===== src/ntt_polynomial_multiplier_core_defines.svh =====
// Assertion macros shared by the polynomial multiplier files.
`ifndef NTT_POLYNOMIAL_MULTIPLIER_CORE_DEFINES_SVH
`define NTT_POLYNOMIAL_MULTIPLIER_CORE_DEFINES_SVH
`ifndef ASSERT_OFF
// Implication checked on every rising edge outside reset.
`define NPM_ASSERT_IMP(label, clk, rst, ante, cons) \
  label: assert property (@(posedge clk) disable iff (rst) (ante) |-> (cons)) \
    else $error("npm assertion failed");
// Invariant checked on every rising edge outside reset.
`define NPM_ASSERT_ALWAYS(label, clk, rst, cond) \
  label: assert property (@(posedge clk) disable iff (rst) (cond)) \
    else $error("npm invariant failed");
`else
`define NPM_ASSERT_IMP(label, clk, rst, ante, cons)
`define NPM_ASSERT_ALWAYS(label, clk, rst, cond)
`endif
`endif


===== src/npm_pkg.sv =====
// Types and constants of the NTT polynomial multiplier.
package npm_pkg;

  localparam int MAX_POINTS = 4096;
  localparam int AW = $clog2(MAX_POINTS);
  localparam int CW = AW + 1;
  localparam int DW = 32;

  // Request opcodes.
  localparam logic [1:0] OP_LOAD1 = 2'd0;
  localparam logic [1:0] OP_LOAD2 = 2'd1;
  localparam logic [1:0] OP_START = 2'd2;
  localparam logic [1:0] OP_READ  = 2'd3;

  // Result status codes.
  localparam logic [1:0] ST_OK    = 2'd0;
  localparam logic [1:0] ST_LONG  = 2'd1;
  localparam logic [1:0] ST_RANGE = 2'd2;

  // Configuration register indexes and reset values.
  localparam logic REG_MODULUS = 1'b0;
  localparam logic REG_ROOT    = 1'b1;
  localparam logic [DW-1:0] MODULUS_RESET = 32'd998244353;
  localparam logic [DW-1:0] ROOT_RESET    = 32'd3;

  typedef struct packed {
    logic [1:0]    opcode;
    logic [DW-1:0] coeff;
    logic [AW-1:0] index;
  } in_t;

  typedef struct packed {
    logic [DW-1:0] value;
    logic [CW-1:0] product_length;
    logic [1:0]    status;
  } out_t;

  // Control into the modular unit.
  typedef struct packed {
    logic start;
    logic mul;
  } mu_req_t;

  // Status from the modular unit.
  typedef struct packed {
    logic busy;
    logic done;
  } mu_stat_t;

endpackage


===== src/npm_mod_unit.sv =====
// Shared modular unit: 32x32 multiply or wide operand, then bit-serial reduction.
`include "ntt_polynomial_multiplier_core_defines.svh"

module npm_mod_unit (
  input  logic                clk,
  input  logic                rst,
  input  npm_pkg::mu_req_t    req,
  input  logic [31:0]         modulus,
  input  logic [31:0]         a,
  input  logic [31:0]         b,
  input  logic [63:0]         wide,
  output npm_pkg::mu_stat_t   stat,
  output logic [31:0]         res
);

  typedef enum logic [2:0] {
    MU_IDLE = 3'b001,
    MU_MUL  = 3'b010,
    MU_DIV  = 3'b100
  } mu_state_t;

  mu_state_t   state;
  logic [31:0] opa;
  logic [31:0] opb;
  logic [63:0] dvd;
  logic [31:0] rem;
  logic [5:0]  cnt;
  logic        done;
  logic [32:0] trial;
  logic [31:0] rem_next;

  // One restoring step: bring down the next dividend bit and subtract if it fits.
  always_comb begin
    trial = {rem, dvd[63]};
    if (trial >= {1'b0, modulus}) begin
      rem_next = 32'(trial - {1'b0, modulus});
    end else begin
      rem_next = trial[31:0];
    end
  end

  always_ff @(posedge clk) begin
    if (rst) begin
      state <= MU_IDLE;
      done  <= 1'b0;
    end else begin
      done <= 1'b0;
      case (state)
        MU_IDLE: begin
          if (req.start) begin
            rem <= '0;
            cnt <= '0;
            if (req.mul) begin
              opa   <= a;
              opb   <= b;
              state <= MU_MUL;
            end else begin
              dvd   <= wide;
              state <= MU_DIV;
            end
          end
        end
        MU_MUL: begin
          dvd   <= {32'b0, opa} * {32'b0, opb};
          state <= MU_DIV;
        end
        MU_DIV: begin
          dvd <= {dvd[62:0], 1'b0};
          rem <= rem_next;
          cnt <= cnt + 6'd1;
          if (cnt == 6'd63) begin
            res   <= (modulus == 32'd0) ? 32'd0 : rem_next;
            done  <= 1'b1;
            state <= MU_IDLE;
          end
        end
        default: state <= MU_IDLE;
      endcase
    end
  end

  assign stat.busy = (state != MU_IDLE);
  assign stat.done = done;

  // The unit is only started when free, and its remainders stay reduced.
  `NPM_ASSERT_IMP(a_start_idle, clk, rst, req.start, state == MU_IDLE)
  `NPM_ASSERT_IMP(a_rem_reduced, clk, rst, (state == MU_DIV) && (modulus != 32'd0),
                  rem < modulus)
  `NPM_ASSERT_IMP(a_res_reduced, clk, rst, done, (modulus == 32'd0) || (res < modulus))

endmodule

===== config.mk =====
export PLATFORM = sky130hd
export DESIGN_NAME = npm_mod_unit
export DESIGN_NICKNAME = d
export VERILOG_FILES = /design/src/npm_pkg.sv /design/src/npm_mod_unit.sv
export VERILOG_INCLUDE_DIRS = /design/src /design/src/src
export SDC_FILE = /design/constraint.sdc
export NUM_CORES = 2
export LEC_CHECK = 0
export BUFFER_PORTS_ARGS = -buffer_cell sky130_fd_sc_hd__clkbuf_2
export CORE_MARGIN = 1
export CORE_UTILIZATION = 45
export DETAILED_ROUTE_END_ITERATION = 8
export SLEW_MARGIN = 30
export SYNTH_ARGS = -nofsm -noshare
export SYNTH_HDL_FRONTEND = slang
export SYNTH_SLANG_ARGS = --single-unit
export TNS_END_PERCENT = 20

===== constraint.sdc =====
create_clock -name clk -period 12.9 [get_ports clk]
set_input_delay 0.645 -clock clk [delete_from_list [all_inputs] [get_ports clk]]
set_output_delay 0.645 -clock clk [all_outputs]
set_load 0.02 [all_outputs]

# After elaboration in Yosys (flattened, before gate mapping)
# Cells that the tools add are included.
# Widths: inputs -> output; s select.
# totals
input_bits	164
regBits	202
word_cells	44
out_inout_bits	34
# classes
n_eq_ne	8
magnitude_cmp	1
n_reduce_logical	9
n_mul	1
muxes	13
bitwise	2
add_sub_neg	2
# ops
cell	count
$pmux 64 s3	1
$mux 64	2
$mul 32x32->64	1
$mux 32	2
$pmux 32 s2	1
$ge 33x32->1	1
$logic_not 32->1	1
$sub 32x32->32	1
$pmux 6 s2	1
$mux 3	3
$pmux 3 s3	1
$reduce_and 4->1	2
$add 6x1->6 const B	1
$eq 6x6->1 const B	1
$mux 6	1
$ne 2x2->1 const B	3
$reduce_and 3->1	2
$eq 3x1->1 const B	1
$eq 3x2->1 const B	1
$eq 3x3->1 const B	1
$ne 3x1->1 const B	1
$reduce_bool 3->1	1
$not 1->1	2
$reduce_and 2->1	1
3 further kinds	3

# Longest topological paths before layout
# logic_depth
word_depth	3
depth_mapped	28
mapped_depth_nobuf	26

# Worst setup path after synthesis
# No wires, ideal clock.
# synth_path
path_type	input to register
startpoint	input port rst
endpoint	register opa[0] (enable)
path_stages	2
slack_ps	4797
arrival_time_ps	7437
t_required_ps	12234
path_buffers	1
setup_time_ps	666
path_cell_list	buf_1 > nor4b_1
# synth_via
elab_chain_cells	2
# synth_rtl
item	line_no	rtl
start, declared	npm_mod_unit.sv:6	input logic rst,
$not 1->1 (no line)	--	
$reduce_and 4->1 (no line)	--	
end signal, assigned	npm_mod_unit.sv:54	opa <= a;
end, declared	npm_mod_unit.sv:23	logic [31:0] opa;
# No other way between the ends.
# A chain may end at the register's enable or synchronous reset.

# Worst setup path in the final report
# layout_path
startpoint	register opb[9]
endpoint	register dvd[61] (data pin)
# layout_via
elab_chain_cells	2
# layout_rtl
item	line_no	rtl
start, declared	npm_mod_unit.sv:24	logic [31:0] opb;
start signal, assigned	npm_mod_unit.sv:55	opb <= b;
$mul 32x32->64	npm_mod_unit.sv:64	dvd <= {32'b0, opa} * {32'b0, opb};
$pmux 64 s3	npm_mod_unit.sv:48	case (state)
end signal, assigned	npm_mod_unit.sv:58	dvd <= wide;
end signal, assigned	npm_mod_unit.sv:64	
end signal, assigned	npm_mod_unit.sv:68	dvd <= {dvd[62:0], 1'b0};
end, declared	npm_mod_unit.sv:25	logic [63:0] dvd;
# No other way between the ends.

==> results.md <==
* Worst hold path stage count at 1
* Hpwl dp at approximately 93 mm
* Routed Antenna Nets at 0
* Number of port buffers at 197
* DR iter-0 viols at ~2.0k
* Max cap viols at 0
* Clock buffer depth at 3
* Post-CTS Resized at 0
* RSZ-0062 raised after global routing: false
* Synth area leaders: fa_1 (42%), edfxtp_1 (14%), and2_1 (8.7%)
* Die Wd at ~310 um
* First drt pass iteration count at 5
* CTS clk-pin slew, worst paths at roughly 0.070 ns
* Grt ovf at 0
* Tmin final at around 8.4 ns
* Seq/Total Area, Yosys at 0.141
* Htree depth at 1
* Starting density of the core at 0.457
* Worst slew pin tran at slightly above 0.9 ns
* Crit Path Max Fanout at 32
* Mapped Cells at roughly 4.5k
* Area leader, netlist: fa_1
* DR WL/cell at between 20 and 25 um
* Root Driver: clkbuf_16
* Post-synth ARST share at 0
* Main synth FF type: edfxtp_1
* Total Negative Setup Slacks at 0 ns
* Count of cell types in the netlist at about 70
* First-pass GRT wire length at around 190 mm
* Setup Crit Path Kind: reg2reg
* CORE AREA at ~94000 um2
* Seq cells post-synth at between 200 and 250
* Fraction of layout cells with a size suffix above 1 at 0.0761
* Max Clk Rate at about 120 MHz
* Crit. End Element: flip-flop
* Total Die Area at 96500 um2
* Total GRT Usage at 0.259
* Synthesized area per cell at about 9.6 um2
* Hold Crit Class: in2reg
* Vias per cell at ~5.3
* Syn_nets at 5828
* Commonest cells after routing, fill and taps aside: fa_1 (897), inv_1 (893), and2_1 (597), nand2_1 (524), ha_1 (296)
* Slew headroom at 0.383
* WP data required at about 13 ns
* Nets at 5879
* Synth Cell Area at 42900 um2
* Hold buffers post-CTS at 0
* Top cell type's share of synthesized area at 0.419
* Nature of the critical path startpoint: flip-flop
* CTS buffer count at 28
* CTS tree: yes
* EDFF count, synth at approximately 200
* Skew-Pair Late Insertion Delay at about 0.63 ns
* P&R area growth vs syn at 7.32%
* Final hold vios at 0
* Critical path arrival at roughly 8.7 ns
* Post-CTS Setup Inserts at 0
* Largest net degree at the start of global routing at 70
* Reg2Reg Depth at 23
* I/O pin count at 198
* Final WL at ~120 mm
* Residual DRC at 0
* # rows at 112
* Initial antenna violation count at 4
* Synth warn at 0
* Final Wtd Congestion at between 0.9 and 1
* Vias in the first global route at approximately 33k
* DIE HEIGHT at 311 um
* Slew Limit Fails at 0
* Final Skew at a little under 0.03 ns
* Clock sink count at between 200 and 250
* Endpoints failing setup at 0
* Routed via count at 31.0k
* Commonest non-fill, non-tap cell in the layout: fa_1
* Crit share post-route at 0.648
* Status: complete, no violations
[worst paths after layout]
path / from / to / slack (ns)
worst max-delay path: opb[9] / dvd[61] / 4.54
worst min-delay path: a[3] / opa[3] / 0.18
worst max register to register: opb[9] / dvd[61] / 4.54
worst min register to register: dvd[2] / dvd[3] / 0.54
[final cells by class]
type	count	area (um2)
diodes	4	10.0
clock buffers	31	712
clock inverters	21	203
fillers	8994	47900
inverters	893	3350
multi-input cells	3125	32600
flip-flops and latches	202	6030
well taps	1254	1570
repair buffers	272	1550
[registers in the layout, indices dropped and copies added, names as in the netlist]
register,count
cnt,6
done,1
dvd,64
opa,32
opb,32
rem,32
res,32
state,3
[routing by layer]
metal / vias to the layer above / wire (um) / global-route usage / part of all wire
li1: 13700 / - / - / -
met1: 16000 / 49600 / 0.334 / 0.40
met2: 927 / 61300 / 0.443 / 0.50
met3: 250 / 5980 / 0.0282 / 0.049
met4: 0 / 5800 / 0.112 / 0.047
met5: - / 0 / 0 / 0
[cells in the mapped netlist (all sizes together), types with 5 or more instances]
master and n:
a21boi 6, o211ai 8, nor2b 12, inv 893
xnor2 54, nor4 11, nand3 29, a31oi 11
a221o 5, a211oi 8, mux2i 21, nand2 528
nor2 123, nand2b 10, a22oi 60, a21oi 95
buf 14, xor2 33, a21o 56, fa 897
and3 16, nor3 14, edfxtp 198, nand4 25
a221oi 5, o21ai 125, ha 296, clkbuf 237
o21bai 10, and2 598, o31ai 8, o21a 12
[per-stage QoR]
stage	util	worst slack (ns)	hold slack, ns	cell area, um2	instances
5_1_grt	0.490	4.31	0.160	46000	5801
6_report	0.490	4.54	0.184	46000	5802
3_5_place_dp	0.480	4.69	0.526	45100	5746
3_3_place_gp	0.480	4.64	0.516	45100	5746
4_1_cts	0.490	4.62	0.151	46000	5798
2_1_floorplan	-	4.80	0.508	42900	4471
[critical path, stage by stage (launching register included)]
cell	delay, ns
edfxtp_1	0.34
buf_4	0.39
and2_1	0.22
fa_1	0.44
fa_1	0.54
inv_1	0.06
fa_1	0.56
fa_1	0.48
fa_1	0.55
inv_1	0.05
fa_1	0.45
fa_1	0.51
fa_1	0.44
ha_1	0.43
a21o_1	0.24
a31oi_1	0.32
o22ai_1	0.14
a211oi_1	0.49
a2bb2oi_1	0.37
nand4_1	0.25
a41o_1	0.32
a31oi_1	0.19
xor2_1	0.15
o21ai_0	0.08
[logic make-up after synthesis]
| logic type | count (synthesis) | synth area share |
|---|---|---|
| xor gates and xnor gates | 87 | 0.0178 |
| and+or+nand+nor | 1387 | 0.165 |
| DFF | 202 | 0.141 |
| AOI/OAI and AO/OA | 437 | 0.0659 |
| muxes | 21 | 0.00490 |
| buffers and inverters | 1144 | 0.101 |
| adders and majority gates | 1193 | 0.505 |
Power is not shown: default switching activity piles up to over one toggle a cycle in this logic, so the estimate is an artifact.
